[config.mk]
export PLATFORM = sky130hd
export DESIGN_NAME = video_chip_register_interface_flat
export DESIGN_NICKNAME = d
export VERILOG_FILES = /design/src/vcri_pkg.sv /design/src/vcri_in_if.sv /design/src/vcri_out_if.sv /design/src/vcri_oam_ram.sv /design/src/vcri_exec.sv /design/src/video_chip_register_interface.sv /design/src/flat_wrapper.sv
export VERILOG_INCLUDE_DIRS = /design/src /design/src/src
export SDC_FILE = /design/constraint.sdc
export NUM_CORES = 2
export LEC_CHECK = 0
export CORE_AREA = 2 2 449 451
export DETAILED_ROUTE_END_ITERATION = 16
export DIE_AREA = 0 0 451 453
export DONT_BUFFER_PORTS = 1
export PLACE_DENSITY_LB_ADDON = 0.2
export SYNTH_ARGS = -nofsm -noshare
export SYNTH_HDL_FRONTEND = slang
export SYNTH_SLANG_ARGS = --single-unit
[constraint.sdc]
create_clock -name i_clk -period 10.1 [get_ports i_clk]
set_input_delay 2.02 -clock i_clk [delete_from_list [all_inputs] [get_ports i_clk]]
set_output_delay 2.02 -clock i_clk [all_outputs]
set_load 0.02 [all_outputs]
[src/video_chip_register_interface_defines.svh]
// ----------------------------------------------------------------------------
// video_chip_register_interface_defines.svh
// Assertion macros used by the register interface top module.
// ----------------------------------------------------------------------------
`ifndef VIDEO_CHIP_REGISTER_INTERFACE_DEFINES_SVH
`define VIDEO_CHIP_REGISTER_INTERFACE_DEFINES_SVH

// Same-cycle implication, reset-qualified.
`define VCRI_ASSERT_NOW(label, ante, cons, msg) \
    label: assert property (@(posedge i_clk) disable iff (!i_rst_n) (ante) |-> (cons)) \
        else $error(msg);

// Next-cycle implication, reset-qualified.
`define VCRI_ASSERT_NEXT(label, ante, cons, msg) \
    label: assert property (@(posedge i_clk) disable iff (!i_rst_n) (ante) |=> (cons)) \
        else $error(msg);

`endif

[src/vcri_pkg.sv]
// ----------------------------------------------------------------------------
// vcri_pkg
// Types and constants of the video chip register interface.
// ----------------------------------------------------------------------------
package vcri_pkg;

    localparam int unsigned SPRITE_BYTES = 256;
    localparam int unsigned SPR_AW       = $clog2(SPRITE_BYTES);
    localparam int unsigned LINE_W       = 9;

    localparam logic [LINE_W:0]   LINES_PER_FRAME = 10'd262;
    localparam logic [LINE_W-1:0] VBLANK_LINE     = 9'd240;

    localparam int unsigned CTRL_NMI_BIT    = 7;
    localparam int unsigned CTRL_STEP32_BIT = 2;

    localparam int unsigned ST_VBLANK = 2;
    localparam int unsigned ST_HIT    = 1;
    localparam int unsigned ST_OVF    = 0;

    localparam logic [15:0] STEP_NARROW = 16'd1;
    localparam logic [15:0] STEP_WIDE   = 16'd32;

    typedef enum logic [1:0] {
        CMD_READ  = 2'd0,
        CMD_WRITE = 2'd1,
        CMD_TICK  = 2'd2,
        CMD_DMA   = 2'd3
    } t_cmd;

    typedef enum logic [2:0] {
        REG_CTRL    = 3'd0,
        REG_MASK    = 3'd1,
        REG_STATUS  = 3'd2,
        REG_OAMADDR = 3'd3,
        REG_OAMDATA = 3'd4,
        REG_SCROLL  = 3'd5,
        REG_ADDR    = 3'd6,
        REG_DATA    = 3'd7
    } t_reg;

    typedef struct packed {
        t_cmd        cmd;
        t_reg        reg_index;
        logic [7:0]  wdata;
        logic [7:0]  vram_rdata;
        logic [7:0]  dma_index;
    } t_in_word;

    typedef struct packed {
        logic [7:0]  rdata;
        logic        nmi;
        logic        frame_done;
        logic [15:0] vram_addr;
        logic        vram_rd;
        logic        vram_wr;
        logic [7:0]  vram_wdata;
    } t_out_word;

    typedef struct packed {
        logic              we;
        logic [SPR_AW-1:0] addr;
        logic [7:0]        data;
    } t_ram_wr;

endpackage

[src/vcri_in_if.sv]
// ----------------------------------------------------------------------------
// vcri_in_if
// Request channel: valid/ready with the request word's fields.
// ----------------------------------------------------------------------------
interface vcri_in_if;

    logic       valid;
    logic       ready;
    logic [1:0] cmd;
    logic [2:0] reg_index;
    logic [7:0] wdata;
    logic [7:0] vram_rdata;
    logic [7:0] dma_index;

    modport source (
        output valid, cmd, reg_index, wdata, vram_rdata, dma_index,
        input  ready
    );

    modport sink (
        input  valid, cmd, reg_index, wdata, vram_rdata, dma_index,
        output ready
    );

endinterface

[src/vcri_out_if.sv]
// ----------------------------------------------------------------------------
// vcri_out_if
// Result channel: valid/ready with the result word's fields.
// ----------------------------------------------------------------------------
interface vcri_out_if;

    logic        valid;
    logic        ready;
    logic [7:0]  rdata;
    logic        nmi;
    logic        frame_done;
    logic [15:0] vram_addr;
    logic        vram_rd;
    logic        vram_wr;
    logic [7:0]  vram_wdata;

    modport source (
        output valid, rdata, nmi, frame_done, vram_addr, vram_rd, vram_wr, vram_wdata,
        input  ready
    );

    modport sink (
        input  valid, rdata, nmi, frame_done, vram_addr, vram_rd, vram_wr, vram_wdata,
        output ready
    );

endinterface

[src/vcri_oam_ram.sv]
// ----------------------------------------------------------------------------
// vcri_oam_ram
// 256 x 8 sprite store, registered read, write-to-read bypass, valid bits.
// ----------------------------------------------------------------------------
module vcri_oam_ram (
    input  logic                          i_clk,
    input  logic                          i_rst_n,
    input  logic                          i_rd_en,
    input  logic [vcri_pkg::SPR_AW-1:0]   i_rd_addr,
    input  vcri_pkg::t_ram_wr             i_wr,
    output logic [7:0]                    o_rd_data
);

    logic [7:0]                        r_mem [vcri_pkg::SPRITE_BYTES];
    logic [vcri_pkg::SPRITE_BYTES-1:0] r_valid;
    logic [7:0]                        r_q;
    logic                              r_q_valid;
    logic                              r_byp;
    logic [7:0]                        r_byp_data;

    // storage
    always_ff @(posedge i_clk) begin
        if (i_wr.we) begin
            r_mem[i_wr.addr] <= i_wr.data;
        end
        if (i_rd_en) begin
            r_q <= r_mem[i_rd_addr];
        end
    end

    // entries never written read as zero
    always_ff @(posedge i_clk) begin
        if (!i_rst_n) begin
            r_valid <= '0;
        end else if (i_wr.we) begin
            r_valid[i_wr.addr] <= 1'b1;
        end
    end

    // same-edge write to the read address wins
    always_ff @(posedge i_clk) begin
        if (!i_rst_n) begin
            r_q_valid <= 1'b0;
            r_byp     <= 1'b0;
        end else if (i_rd_en) begin
            r_q_valid <= r_valid[i_rd_addr];
            r_byp     <= i_wr.we && (i_wr.addr == i_rd_addr);
        end
    end

    always_ff @(posedge i_clk) begin
        if (i_rd_en) begin
            r_byp_data <= i_wr.data;
        end
    end

    assign o_rd_data = r_byp ? r_byp_data : (r_q_valid ? r_q : 8'h00);

endmodule

[src/vcri_exec.sv]
// ----------------------------------------------------------------------------
// vcri_exec
// Register file and per-word update: one request word executed per fire.
// ----------------------------------------------------------------------------
module vcri_exec (
    input  logic                          i_clk,
    input  logic                          i_rst_n,
    input  logic                          i_fire,
    input  vcri_pkg::t_in_word            i_item,
    input  logic [7:0]                    i_spr_rdata,
    output vcri_pkg::t_out_word           o_res,
    output vcri_pkg::t_ram_wr             o_ram_wr,
    output logic [vcri_pkg::SPR_AW-1:0]   o_next_ptr
);

    logic [7:0]                    r_ctrl,    n_ctrl;
    logic [2:0]                    r_status,  n_status;
    logic [vcri_pkg::SPR_AW-1:0]   r_ptr,     n_ptr;
    logic [15:0]                   r_vaddr,   n_vaddr;
    logic [7:0]                    r_latch,   n_latch;
    logic [7:0]                    r_first,   n_first;
    logic                          r_toggle,  n_toggle;
    logic [vcri_pkg::LINE_W-1:0]   r_line,    n_line;
    logic [7:0]                    r_spr0,    n_spr0;

    logic [15:0]                   step;
    logic [vcri_pkg::LINE_W:0]     line_inc;

    assign step     = r_ctrl[vcri_pkg::CTRL_STEP32_BIT] ? vcri_pkg::STEP_WIDE
                                                        : vcri_pkg::STEP_NARROW;
    assign line_inc = {1'b0, r_line} + {{vcri_pkg::LINE_W{1'b0}}, 1'b1};

    always_comb begin
        n_ctrl   = r_ctrl;
        n_status = r_status;
        n_ptr    = r_ptr;
        n_vaddr  = r_vaddr;
        n_latch  = r_latch;
        n_first  = r_first;
        n_toggle = r_toggle;
        n_line   = r_line;
        o_res    = '0;
        o_ram_wr = '0;

        unique case (i_item.cmd)
            vcri_pkg::CMD_READ: begin
                unique case (i_item.reg_index)
                    vcri_pkg::REG_STATUS: begin
                        n_latch = {r_status, r_latch[4:0]};
                        n_status[vcri_pkg::ST_VBLANK] = 1'b0;
                        n_toggle = 1'b0;
                    end
                    vcri_pkg::REG_OAMDATA: begin
                        n_latch = i_spr_rdata;
                    end
                    vcri_pkg::REG_DATA: begin
                        n_latch         = i_item.vram_rdata;
                        o_res.vram_addr = r_vaddr;
                        o_res.vram_rd   = 1'b1;
                        n_vaddr         = r_vaddr + step;
                    end
                    default: begin
                        // write-only register: latch returned as is
                    end
                endcase
            end
            vcri_pkg::CMD_WRITE: begin
                n_latch = i_item.wdata;
                unique case (i_item.reg_index)
                    vcri_pkg::REG_CTRL: begin
                        o_res.nmi = !r_ctrl[vcri_pkg::CTRL_NMI_BIT]
                                 && i_item.wdata[vcri_pkg::CTRL_NMI_BIT]
                                 && r_status[vcri_pkg::ST_VBLANK];
                        n_ctrl = i_item.wdata;
                    end
                    vcri_pkg::REG_OAMADDR: begin
                        n_ptr = i_item.wdata[vcri_pkg::SPR_AW-1:0];
                    end
                    vcri_pkg::REG_OAMDATA: begin
                        o_ram_wr.we   = 1'b1;
                        o_ram_wr.addr = r_ptr;
                        o_ram_wr.data = i_item.wdata;
                        n_ptr         = r_ptr + {{(vcri_pkg::SPR_AW-1){1'b0}}, 1'b1};
                    end
                    vcri_pkg::REG_SCROLL, vcri_pkg::REG_ADDR: begin
                        if (r_toggle) begin
                            if (i_item.reg_index == vcri_pkg::REG_ADDR) begin
                                n_vaddr = {r_first, i_item.wdata};
                            end
                            n_toggle = 1'b0;
                        end else begin
                            n_first  = i_item.wdata;
                            n_toggle = 1'b1;
                        end
                    end
                    vcri_pkg::REG_DATA: begin
                        o_res.vram_addr  = r_vaddr;
                        o_res.vram_wr    = 1'b1;
                        o_res.vram_wdata = i_item.wdata;
                        n_vaddr          = r_vaddr + step;
                    end
                    default: begin
                        // mask and status: latch only
                    end
                endcase
            end
            vcri_pkg::CMD_TICK: begin
                if (r_line == '0) begin
                    n_status = '0;
                end
                if ((r_line < vcri_pkg::VBLANK_LINE)
                        && ({1'b0, r_spr0} == r_line)) begin
                    n_status[vcri_pkg::ST_HIT] = 1'b1;
                end
                if (r_line == vcri_pkg::VBLANK_LINE) begin
                    n_status[vcri_pkg::ST_VBLANK] = 1'b1;
                    o_res.nmi = r_ctrl[vcri_pkg::CTRL_NMI_BIT];
                end
                if (line_inc >= vcri_pkg::LINES_PER_FRAME) begin
                    n_line           = '0;
                    o_res.frame_done = 1'b1;
                end else begin
                    n_line = line_inc[vcri_pkg::LINE_W-1:0];
                end
            end
            vcri_pkg::CMD_DMA: begin
                o_ram_wr.we   = 1'b1;
                o_ram_wr.addr = i_item.dma_index;
                o_ram_wr.data = i_item.wdata;
            end
        endcase

        // the store is written only at the edge where the word executes
        o_ram_wr.we = o_ram_wr.we && i_fire;

        o_res.rdata = n_latch;
    end

    // copy of sprite byte 0 for the hit compare on ticks
    always_comb begin
        n_spr0 = r_spr0;
        if (o_ram_wr.we && (o_ram_wr.addr == '0)) begin
            n_spr0 = o_ram_wr.data;
        end
    end

    always_ff @(posedge i_clk) begin
        if (!i_rst_n) begin
            r_ctrl   <= '0;
            r_status <= '0;
            r_ptr    <= '0;
            r_vaddr  <= '0;
            r_latch  <= '0;
            r_first  <= '0;
            r_toggle <= 1'b0;
            r_line   <= '0;
            r_spr0   <= '0;
        end else if (i_fire) begin
            r_ctrl   <= n_ctrl;
            r_status <= n_status;
            r_ptr    <= n_ptr;
            r_vaddr  <= n_vaddr;
            r_latch  <= n_latch;
            r_first  <= n_first;
            r_toggle <= n_toggle;
            r_line   <= n_line;
            r_spr0   <= n_spr0;
        end
    end

    // pointer the next word sees, for the early sprite read
    assign o_next_ptr = i_fire ? n_ptr : r_ptr;

endmodule

[src/video_chip_register_interface.sv]
// A word waits in stage 1 until the output register is free or draining, then executes.
// Throughput: one word per cycle, every command, no bubbles, while the result side is ready.
// The sprite store read for an OAM data read is issued at accept; the registered
// read of that memory port sets the two-stage depth.
// Reset: synchronous, active low; register file and valid bits clear at once, not held words.
// ----------------------------------------------------------------------------
// video_chip_register_interface
// CPU-side register block of a video chip: control, status, address/scroll
// pairs, sprite store and scanline counter, one result word per request word.
// ----------------------------------------------------------------------------
`include "video_chip_register_interface_defines.svh"

module video_chip_register_interface (
    input  logic        i_clk,
    input  logic        i_rst_n,
    vcri_in_if.sink     i_in,
    vcri_out_if.source  o_out
);

    // Stage 1 holds the accepted word while the sprite store read completes.
    logic                          r_s1_valid;
    vcri_pkg::t_in_word            r_s1_item;

    // Output register: parts the request side from the result side.
    logic                          r_out_valid;
    vcri_pkg::t_out_word           r_out_word;

    logic                          in_acc;
    logic                          exec_fire;
    vcri_pkg::t_out_word           res;
    vcri_pkg::t_ram_wr             ram_wr;
    logic [vcri_pkg::SPR_AW-1:0]   next_ptr;
    logic [7:0]                    spr_rdata;

    // A word executes once the output register is free or being emptied.
    assign exec_fire  = r_s1_valid && (!r_out_valid || o_out.ready);
    assign i_in.ready = !r_s1_valid || exec_fire;
    assign in_acc     = i_in.valid && i_in.ready;

    always_ff @(posedge i_clk) begin
        if (!i_rst_n) begin
            r_s1_valid <= 1'b0;
        end else if (in_acc) begin
            r_s1_valid <= 1'b1;
        end else if (exec_fire) begin
            r_s1_valid <= 1'b0;
        end
    end

    always_ff @(posedge i_clk) begin
        if (in_acc) begin
            r_s1_item.cmd        <= vcri_pkg::t_cmd'(i_in.cmd);
            r_s1_item.reg_index  <= vcri_pkg::t_reg'(i_in.reg_index);
            r_s1_item.wdata      <= i_in.wdata;
            r_s1_item.vram_rdata <= i_in.vram_rdata;
            r_s1_item.dma_index  <= i_in.dma_index;
        end
    end

    // Sprite store: read at the pointer left by the word now executing,
    // written by that word in the same edge (bypassed inside the RAM).
    vcri_oam_ram u_oam_ram (
        .i_clk     (i_clk),
        .i_rst_n   (i_rst_n),
        .i_rd_en   (in_acc),
        .i_rd_addr (next_ptr),
        .i_wr      (ram_wr),
        .o_rd_data (spr_rdata)
    );

    vcri_exec u_exec (
        .i_clk       (i_clk),
        .i_rst_n     (i_rst_n),
        .i_fire      (exec_fire),
        .i_item      (r_s1_item),
        .i_spr_rdata (spr_rdata),
        .o_res       (res),
        .o_ram_wr    (ram_wr),
        .o_next_ptr  (next_ptr)
    );

    always_ff @(posedge i_clk) begin
        if (!i_rst_n) begin
            r_out_valid <= 1'b0;
        end else if (exec_fire) begin
            r_out_valid <= 1'b1;
        end else if (o_out.ready) begin
            r_out_valid <= 1'b0;
        end
    end

    always_ff @(posedge i_clk) begin
        if (exec_fire) begin
            r_out_word <= res;
        end
    end

    assign o_out.valid      = r_out_valid;
    assign o_out.rdata      = r_out_word.rdata;
    assign o_out.nmi        = r_out_word.nmi;
    assign o_out.frame_done = r_out_word.frame_done;
    assign o_out.vram_addr  = r_out_word.vram_addr;
    assign o_out.vram_rd    = r_out_word.vram_rd;
    assign o_out.vram_wr    = r_out_word.vram_wr;
    assign o_out.vram_wdata = r_out_word.vram_wdata;

    // executed word always lands in the output register
    `VCRI_ASSERT_NEXT(a_exec_lands, exec_fire, r_out_valid, "executed word not presented")
    // a waiting result is never overwritten
    `VCRI_ASSERT_NOW(a_no_overwrite, r_out_valid && !o_out.ready, !exec_fire, "result overwritten")
    // stalled stage 1 keeps its word
    `VCRI_ASSERT_NEXT(a_s1_hold, r_s1_valid && !exec_fire, r_s1_valid && $stable(r_s1_item), "stage 1 word lost")
    // a result never requests both a read and a write of video memory
    `VCRI_ASSERT_NOW(a_rd_wr_excl, r_out_valid, !(r_out_word.vram_rd && r_out_word.vram_wr), "vram read and write together")

endmodule

[src/flat_wrapper.sv]
// flat-port wrapper written by rule: the top's interface ports become plain ports
module video_chip_register_interface_flat 
  (i_clk, i_rst_n, i_in_valid, i_in_cmd, i_in_reg_index, i_in_wdata, i_in_vram_rdata, i_in_dma_index, i_in_ready, o_out_valid, o_out_rdata, o_out_nmi, o_out_frame_done, o_out_vram_addr, o_out_vram_rd, o_out_vram_wr, o_out_vram_wdata, o_out_ready);
  vcri_in_if i_in_i ();
  vcri_out_if o_out_i ();
  input  logic i_clk;
  input  logic i_rst_n;
  input wire logic [$bits(i_in_i.valid)-1:0] i_in_valid;
  input wire logic [$bits(i_in_i.cmd)-1:0] i_in_cmd;
  input wire logic [$bits(i_in_i.reg_index)-1:0] i_in_reg_index;
  input wire logic [$bits(i_in_i.wdata)-1:0] i_in_wdata;
  input wire logic [$bits(i_in_i.vram_rdata)-1:0] i_in_vram_rdata;
  input wire logic [$bits(i_in_i.dma_index)-1:0] i_in_dma_index;
  output wire logic [$bits(i_in_i.ready)-1:0] i_in_ready;
  output wire logic [$bits(o_out_i.valid)-1:0] o_out_valid;
  output wire logic [$bits(o_out_i.rdata)-1:0] o_out_rdata;
  output wire logic [$bits(o_out_i.nmi)-1:0] o_out_nmi;
  output wire logic [$bits(o_out_i.frame_done)-1:0] o_out_frame_done;
  output wire logic [$bits(o_out_i.vram_addr)-1:0] o_out_vram_addr;
  output wire logic [$bits(o_out_i.vram_rd)-1:0] o_out_vram_rd;
  output wire logic [$bits(o_out_i.vram_wr)-1:0] o_out_vram_wr;
  output wire logic [$bits(o_out_i.vram_wdata)-1:0] o_out_vram_wdata;
  input wire logic [$bits(o_out_i.ready)-1:0] o_out_ready;
  assign i_in_i.valid = i_in_valid;
  assign i_in_i.cmd = i_in_cmd;
  assign i_in_i.reg_index = i_in_reg_index;
  assign i_in_i.wdata = i_in_wdata;
  assign i_in_i.vram_rdata = i_in_vram_rdata;
  assign i_in_i.dma_index = i_in_dma_index;
  assign i_in_ready = i_in_i.ready;
  assign o_out_valid = o_out_i.valid;
  assign o_out_rdata = o_out_i.rdata;
  assign o_out_nmi = o_out_i.nmi;
  assign o_out_frame_done = o_out_i.frame_done;
  assign o_out_vram_addr = o_out_i.vram_addr;
  assign o_out_vram_rd = o_out_i.vram_rd;
  assign o_out_vram_wr = o_out_i.vram_wr;
  assign o_out_vram_wdata = o_out_i.vram_wdata;
  assign o_out_i.ready = o_out_ready;
  video_chip_register_interface u_core (.i_clk(i_clk), .i_rst_n(i_rst_n), .i_in(i_in_i), .o_out(o_out_i));
endmodule
After elaboration in Yosys (flattened, before gate mapping) --
Memory sizes are Yosys's and may differ from the RTL's. A register that Yosys moved wholly into a read port is not among the register bits. Index checks and enable logic that the tools add are counted.
Word-level totals: logic and storage cells 133, memory bits (read-only) 0, output and inout port bits 38, bits in registers 401, memories 1, bits in latches 0, RAM bits 2048, input port bits 33
Memory list:
- u_core.u_oam_ram.r_mem | words 256, width 8, read ports 1, clocked after Yosys merged registers in 1, write ports 1, line vcri_oam_ram.sv:14 | logic [7:0] r_mem [vcri_pkg::SPRITE_BYTES];
Operators by class: bitwise logic cells 2, muxes and demuxes 42, eq/ne operators 19, shift-type cells 0, div/mod/pow operators 0, $mul 0, reductions and logical operators 33, $lt $le $gt $ge 5, add/sub/neg operators 3
Operators with widths (count):
- $or A256 B256 Y256 | 1
- $pmux W16 S2 | 3
- $mux W16 | 4
- $mux W17 | 2
- $pmux W17 S2 | 1
- $mux W8 | 4
- $pmux W8 S2 | 2
- $pmux W8 S3 | 1
- $lt A8 B9 Y1 const B | 2
- $mux W9 | 2
- $add A16 B16 Y16 | 1
- $mux W1 | 16
- $eq A3 B3 Y1 const B | 4
- $reduce_and A4 Y1 | 3
- $add A9 B1 Y10 const B | 1
- $ge A10 B9 Y1 const B | 1
- $reduce_bool A2 Y1 | 5
- $eq A8 B9 Y1 | 1
- $eq A9 B8 Y1 const B | 1
- $logic_and A1 B1 Y1 | 9
- $logic_not A9 Y1 | 1
- $lt A9 B8 Y1 const B | 1
- $ne A3 B3 Y1 const B | 3
- $add A8 B1 Y8 const B | 1
- 23 further kinds | 34

Longest topological paths before layout --
word-level depth 8, depth in mapped cells 18, mapped depth without buffers 13

Hierarchy --
A second synthesis with hierarchy kept.
Second synthesis, totals: cell total of the unflattened synthesis 4930, area, all modules 94536.9 um^2
By module, submodules not included:
- vcri_oam_ram | cells each 4338, instances 1, area an instance 88314.7 um^2, seq. area each 67144.4 um^2
- vcri_exec | cells each 518, instances 1, area an instance 4166.5 um^2, seq. area each 1241.2 um^2
- video_chip_register_interface | cells each 74, instances 1, area an instance 2055.7 um^2, seq. area each 1991.9 um^2

Worst setup path before layout --
Ideal clock, no wire load.
kind register -> register, from register u_core.r_s1_item[25] in the netlist's numbering, to register u_core.u_oam_ram.r_byp_data[0], data pin, path slack 3.906 ns, path buffers 5, clock period less this slack 6.194 ns, data required time 9.224 ns, data arrival time 5.317 ns, stages on the path, launching flop included 10, library setup time 0.876 ns, path through edfxtp_1 -> buf_2 -> clkbuf_1 -> nor3_2 -> and2_0 -> clkbuf_1 -> buf_2 -> or2_2 -> clkbuf_1 -> and2_1
RTL lines:
- from (decl) | line video_chip_register_interface.sv:22 | vcri_pkg::t_in_word r_s1_item;
- to (signal assigned) | line vcri_oam_ram.sv:53 | r_byp_data <= i_wr.data;
- to (decl) | line vcri_oam_ram.sv:19 | logic [7:0] r_byp_data;

Worst setup path in the final report --
from input o_out_ready, to register u_core.u_oam_ram.r_q[7] (read register of u_core.u_oam_ram.r_mem), data pin
On the way: cells in the longest elaborated chain, start to end 4, elaborated cells on any way between the ends 5, those cells by class mux: 1; reduce/logical: 4
RTL lines:
- from (decl) | line flat_wrapper.sv:23 | input wire logic [$bits(o_out_i.ready)-1:0] o_out_ready;
- $logic_or A1 B1 Y1 (*) | line video_chip_register_interface.sv:36 | assign exec_fire = r_s1_valid && (!r_out_valid || o_out.ready);
- $logic_and A1 B1 Y1 (*) | line video_chip_register_interface.sv:36
- $logic_or A1 B1 Y1 | line video_chip_register_interface.sv:37 | assign i_in.ready = !r_s1_valid || exec_fire;
- $logic_and A1 B1 Y1 | line video_chip_register_interface.sv:38 | assign in_acc = i_in.valid && i_in.ready;
- to (decl) | line vcri_oam_ram.sv:16 | logic [7:0] r_q;
Mark *: on every way between the ends. The rest lies on a longest branch, timed or not. A chain may end at the register's enable or synchronous reset.

==> flow_metrics.env <==
export IMPL_outcome="finished, final reports clean"
export IMPL_via_density=6.22
export IMPL_fin_worst_skew_ps=70.2
export IMPL_cp_start_kind="input pin"
export IMPL_post_cts_setup_buffers=0
export IMPL_crit_chain="nor2b_1 -> buf_4 -> o32ai_4 -> buf_4 -> a22oi_2 -> buf_12 -> buf_4 -> nand3_1 -> nand3_1 -> o211ai_1 -> or3_1 -> a211oi_1 -> nor4_1"
export IMPL_place_port_buffers=0
export IMPL_cp_slowest_cell="a22oi_2"
export IMPL_io_pins=71
export IMPL_worstPathRequired_ps=10690
export IMPL_syn2layout_area_growth_pct=10.4
export IMPL_grt_overflow_total=0
export IMPL_ys_seq_elements=2451
export IMPL_detail_route_wl_per_cell_um=27.5
export IMPL_tightestPinTransition_ps=1450
export IMPL_finalInstanceArea_um2=110000
export IMPL_rows=164
export IMPL_globalRouteTotalUtil_pct=28.7
export IMPL_critical_path_top_cell_by_count="buf_4"
export IMPL_post_route_worst_setup_slack_ps=3490
export IMPL_cts_num_sinks=2451
export IMPL_die_width_um=451
export IMPL_clkLatencyLatePin_ps=930
export IMPL_clk_root_buffer_cell="clkbuf_16"
export IMPL_via_count_of_the_first_global_routing_pass=62544
export IMPL_dp_final_hpwl_um=170000
export IMPL_fin_tns_setup_ps=0
export IMPL_timing_hold_worst_class="reg2reg"
export IMPL_initial_utilization_pct=49.9
export IMPL_synth_edff_count=2129
export IMPL_first_pass_grt_wire_length_um=435000
export IMPL_post_dp_cell_area_um2=102000
export IMPL_synth_top_flop_cell="edfxtp_1"
export IMPL_synth_nets=8280
export IMPL_postSynth_asyncResetShare_pct=0
export IMPL_floorplan_die_area_um2=204000
export IMPL_place_congestion=0.875
export IMPL_critical_path_class="in2reg"
export IMPL_power_leakage_nw=37.0
export IMPL_route_antenna_remaining_nets=0
export IMPL_holdBufCountCts=0
export IMPL_layout_cells_most_common="nand2_1"
export IMPL_drt_drc_violations_left=0
export IMPL_setup_reg_to_reg_worst_slack_ps=3580
export IMPL_syn_inst=8236
export IMPL_final_fill_count=16299
export IMPL_fraction_of_layout_instances_using_a_drive_strength_above_1_pct=6.65
export IMPL_layout_min_cycle_time_ps=6610
export IMPL_cts_buffers_inserted=241
export IMPL_core_region_area_um2=199000
export IMPL_grt_max_degree=323
export IMPL_period_share_pct=65.4
export IMPL_cpPeakStageDelay_ps=1140
export IMPL_rsz0062_at_grt="false"
export IMPL_final_cell_mix="2256 x nand2_1, 2129 x edfxtp_1, 1007 x nand3_1"
export IMPL_hold_viol_final=0
export IMPL_detailroute_via_count=67801
export IMPL_slew_viol_final=0
export IMPL_path_clk_slew_ps=60
export IMPL_cts_htree_levels=4
export IMPL_layout_nets=8056
export IMPL_synth_area_um2=99400
export IMPL_setup_viol_count_final=0
export IMPL_drt_pass1_iter_count=8
export IMPL_ys_types=80
export IMPL_floorplan_die_height_um=453
export IMPL_power_per_cell_area_nw_per_um2=188
export IMPL_dp_slack_ps=2870
export IMPL_drt_wl_total_um=300000
export IMPL_cts_tree="built"
export IMPL_syn_area_per_cell_um2=12.1
export IMPL_fin_hold_ws_ps=463
export IMPL_clockBufferDepth=3
export IMPL_synth_yosys_seq_area_share_pct=70.8
export IMPL_post_cts_resized=0
export IMPL_drt_first_iter_violations=10052
export IMPL_endpoint_kind="flop"
export IMPL_worstPathArrival_ps=7200
export IMPL_antenna_found_initial=21
export IMPL_yosys_warnings=0
export IMPL_max_slew_margin_rel_pct=3.50
export IMPL_power_ir_vdd_worst_uv=175
export IMPL_cap_violations=0
export IMPL_cp_max_fo=108
export IMPL_max_clock_freq_ghz=0.151
synthesized netlist by cell type (8+ instances only):
| library cell | number | area (µm²) |
|---|---|---|
| a2111oi_0 | 9 | 78.8 |
| a211oi_1 | 66 | 495 |
| a21boi_0 | 11 | 82.6 |
| a21boi_1 | 8 | 60.1 |
| a21oi_1 | 52 | 260 |
| a221oi_1 | 57 | 499 |
| a22oi_1 | 26 | 195 |
| a311o_1 | 23 | 230 |
| a311oi_1 | 255 | 2230 |
| a31oi_1 | 98 | 613 |
| a32oi_1 | 13 | 114 |
| and2_1 | 41 | 257 |
| and3_1 | 188 | 1180 |
| buf_1 | 59 | 221 |
| buf_2 | 205 | 1030 |
| buf_4 | 25 | 188 |
| clkbuf_1 | 315 | 1180 |
| dfxtp_1 | 322 | 6450 |
| edfxtp_1 | 2129 | 63900 |
| ha_1 | 11 | 138 |
| inv_1 | 63 | 236 |
| mux2i_1 | 44 | 440 |
| nand2_1 | 2267 | 8510 |
| nand3_1 | 1007 | 5040 |
| nand4_1 | 28 | 175 |
| nor2_1 | 333 | 1250 |
| nor2b_1 | 23 | 144 |
| nor3_1 | 20 | 100 |
| nor4_1 | 28 | 175 |
| o211ai_1 | 22 | 165 |
| o21a_1 | 260 | 1950 |
| o21ai_0 | 57 | 285 |
| o221ai_1 | 13 | 114 |
| or3_1 | 13 | 81.3 |
| or4_1 | 10 | 75.1 |
| xnor2_1 | 13 | 114 |
| xor2_1 | 8 | 70.1 |
state kept, by name, indices dropped and copies added (netlist names), 9 cells and up:
register and count:
u_core.o_out.vram_addr 16, u_core.r_s1_item 29, u_core.u_oam_ram.r_valid 256, u_core.u_exec.r_line 9, u_core.u_oam_ram.r_mem 2048, u_core.u_exec.r_vaddr 16
layout make-up:
cell class                      count  area (µm²)  share of cell area (%)
Multi-Input combinational cell   5117       26300                    24.0
Sequential cell                  2451       70400                    64.2
Inverter                           64         240                   0.219
Tap cell                         2656        3320                    3.03
Clock buffer                      354        6810                    6.20
Timing Repair Buffer              137        1340                    1.22
Antenna cell                        7        17.5                  0.0160
Clock inverter                    106        1260                    1.15
worst max-delay path, delay by kind of cell:
kind | cells | cell delay, ps
compound gates | 4 | 2510
simple gates | 5 | 970
buf+inv | 4 | 1430
cell families after synthesis:
| kind of cell | Yosys count | synth area share, % |
|---|---|---|
| XOR/XNOR | 21 | 0.185 |
| AO/OA/AOI/OAI | 1040 | 8.07 |
| buffers and inverters | 668 | 2.88 |
| flip-flops | 2451 | 70.8 |
| adder cells (fa/ha/maj) | 11 | 0.139 |
| AND/OR/NAND/NOR | 4001 | 17.4 |
| multiplexers | 44 | 0.443 |
metal layers:
metal,GRT usage (%),share of wire (%),vias to the layer above
met3,6.03,11,681
met5,0,0.017,-
met1,40.6,40,33684
met4,12.1,4.5,10
met2,43.2,45,3727
li1,-,-,29699
stage by stage:
stage          power [W]  utilization (%)  cells
2_1_floorplan     0.0116                -   8236
3_3_place_gp      0.0118             51.0  10425
3_5_place_dp      0.0118             51.0  10425
4_1_cts           0.0207             55.0  10885
5_1_grt           0.0211             55.0  10886
6_report          0.0207             55.0  10892
power by group:
part	switching (W)	internal, W
combinational	0.000407	0.000106
clock	0.00393	0.00517
sequential	0.0000374	0.0110
total	0.00438	0.0163
final timing paths:
kind	cells after the start	end	start
worst max-delay path	13	u_core.u_oam_ram.r_q[7]	o_out_ready
worst min-delay path	1	u_core.u_oam_ram.r_valid[50]	u_core.u_oam_ram.r_valid[50]
worst max register to register	11	u_core.u_oam_ram.r_q[7]	u_core.r_s1_item[25]
worst min register to register	1	u_core.u_oam_ram.r_valid[50]	u_core.u_oam_ram.r_valid[50]
Note: power is estimated with default switching activity, not from simulation.
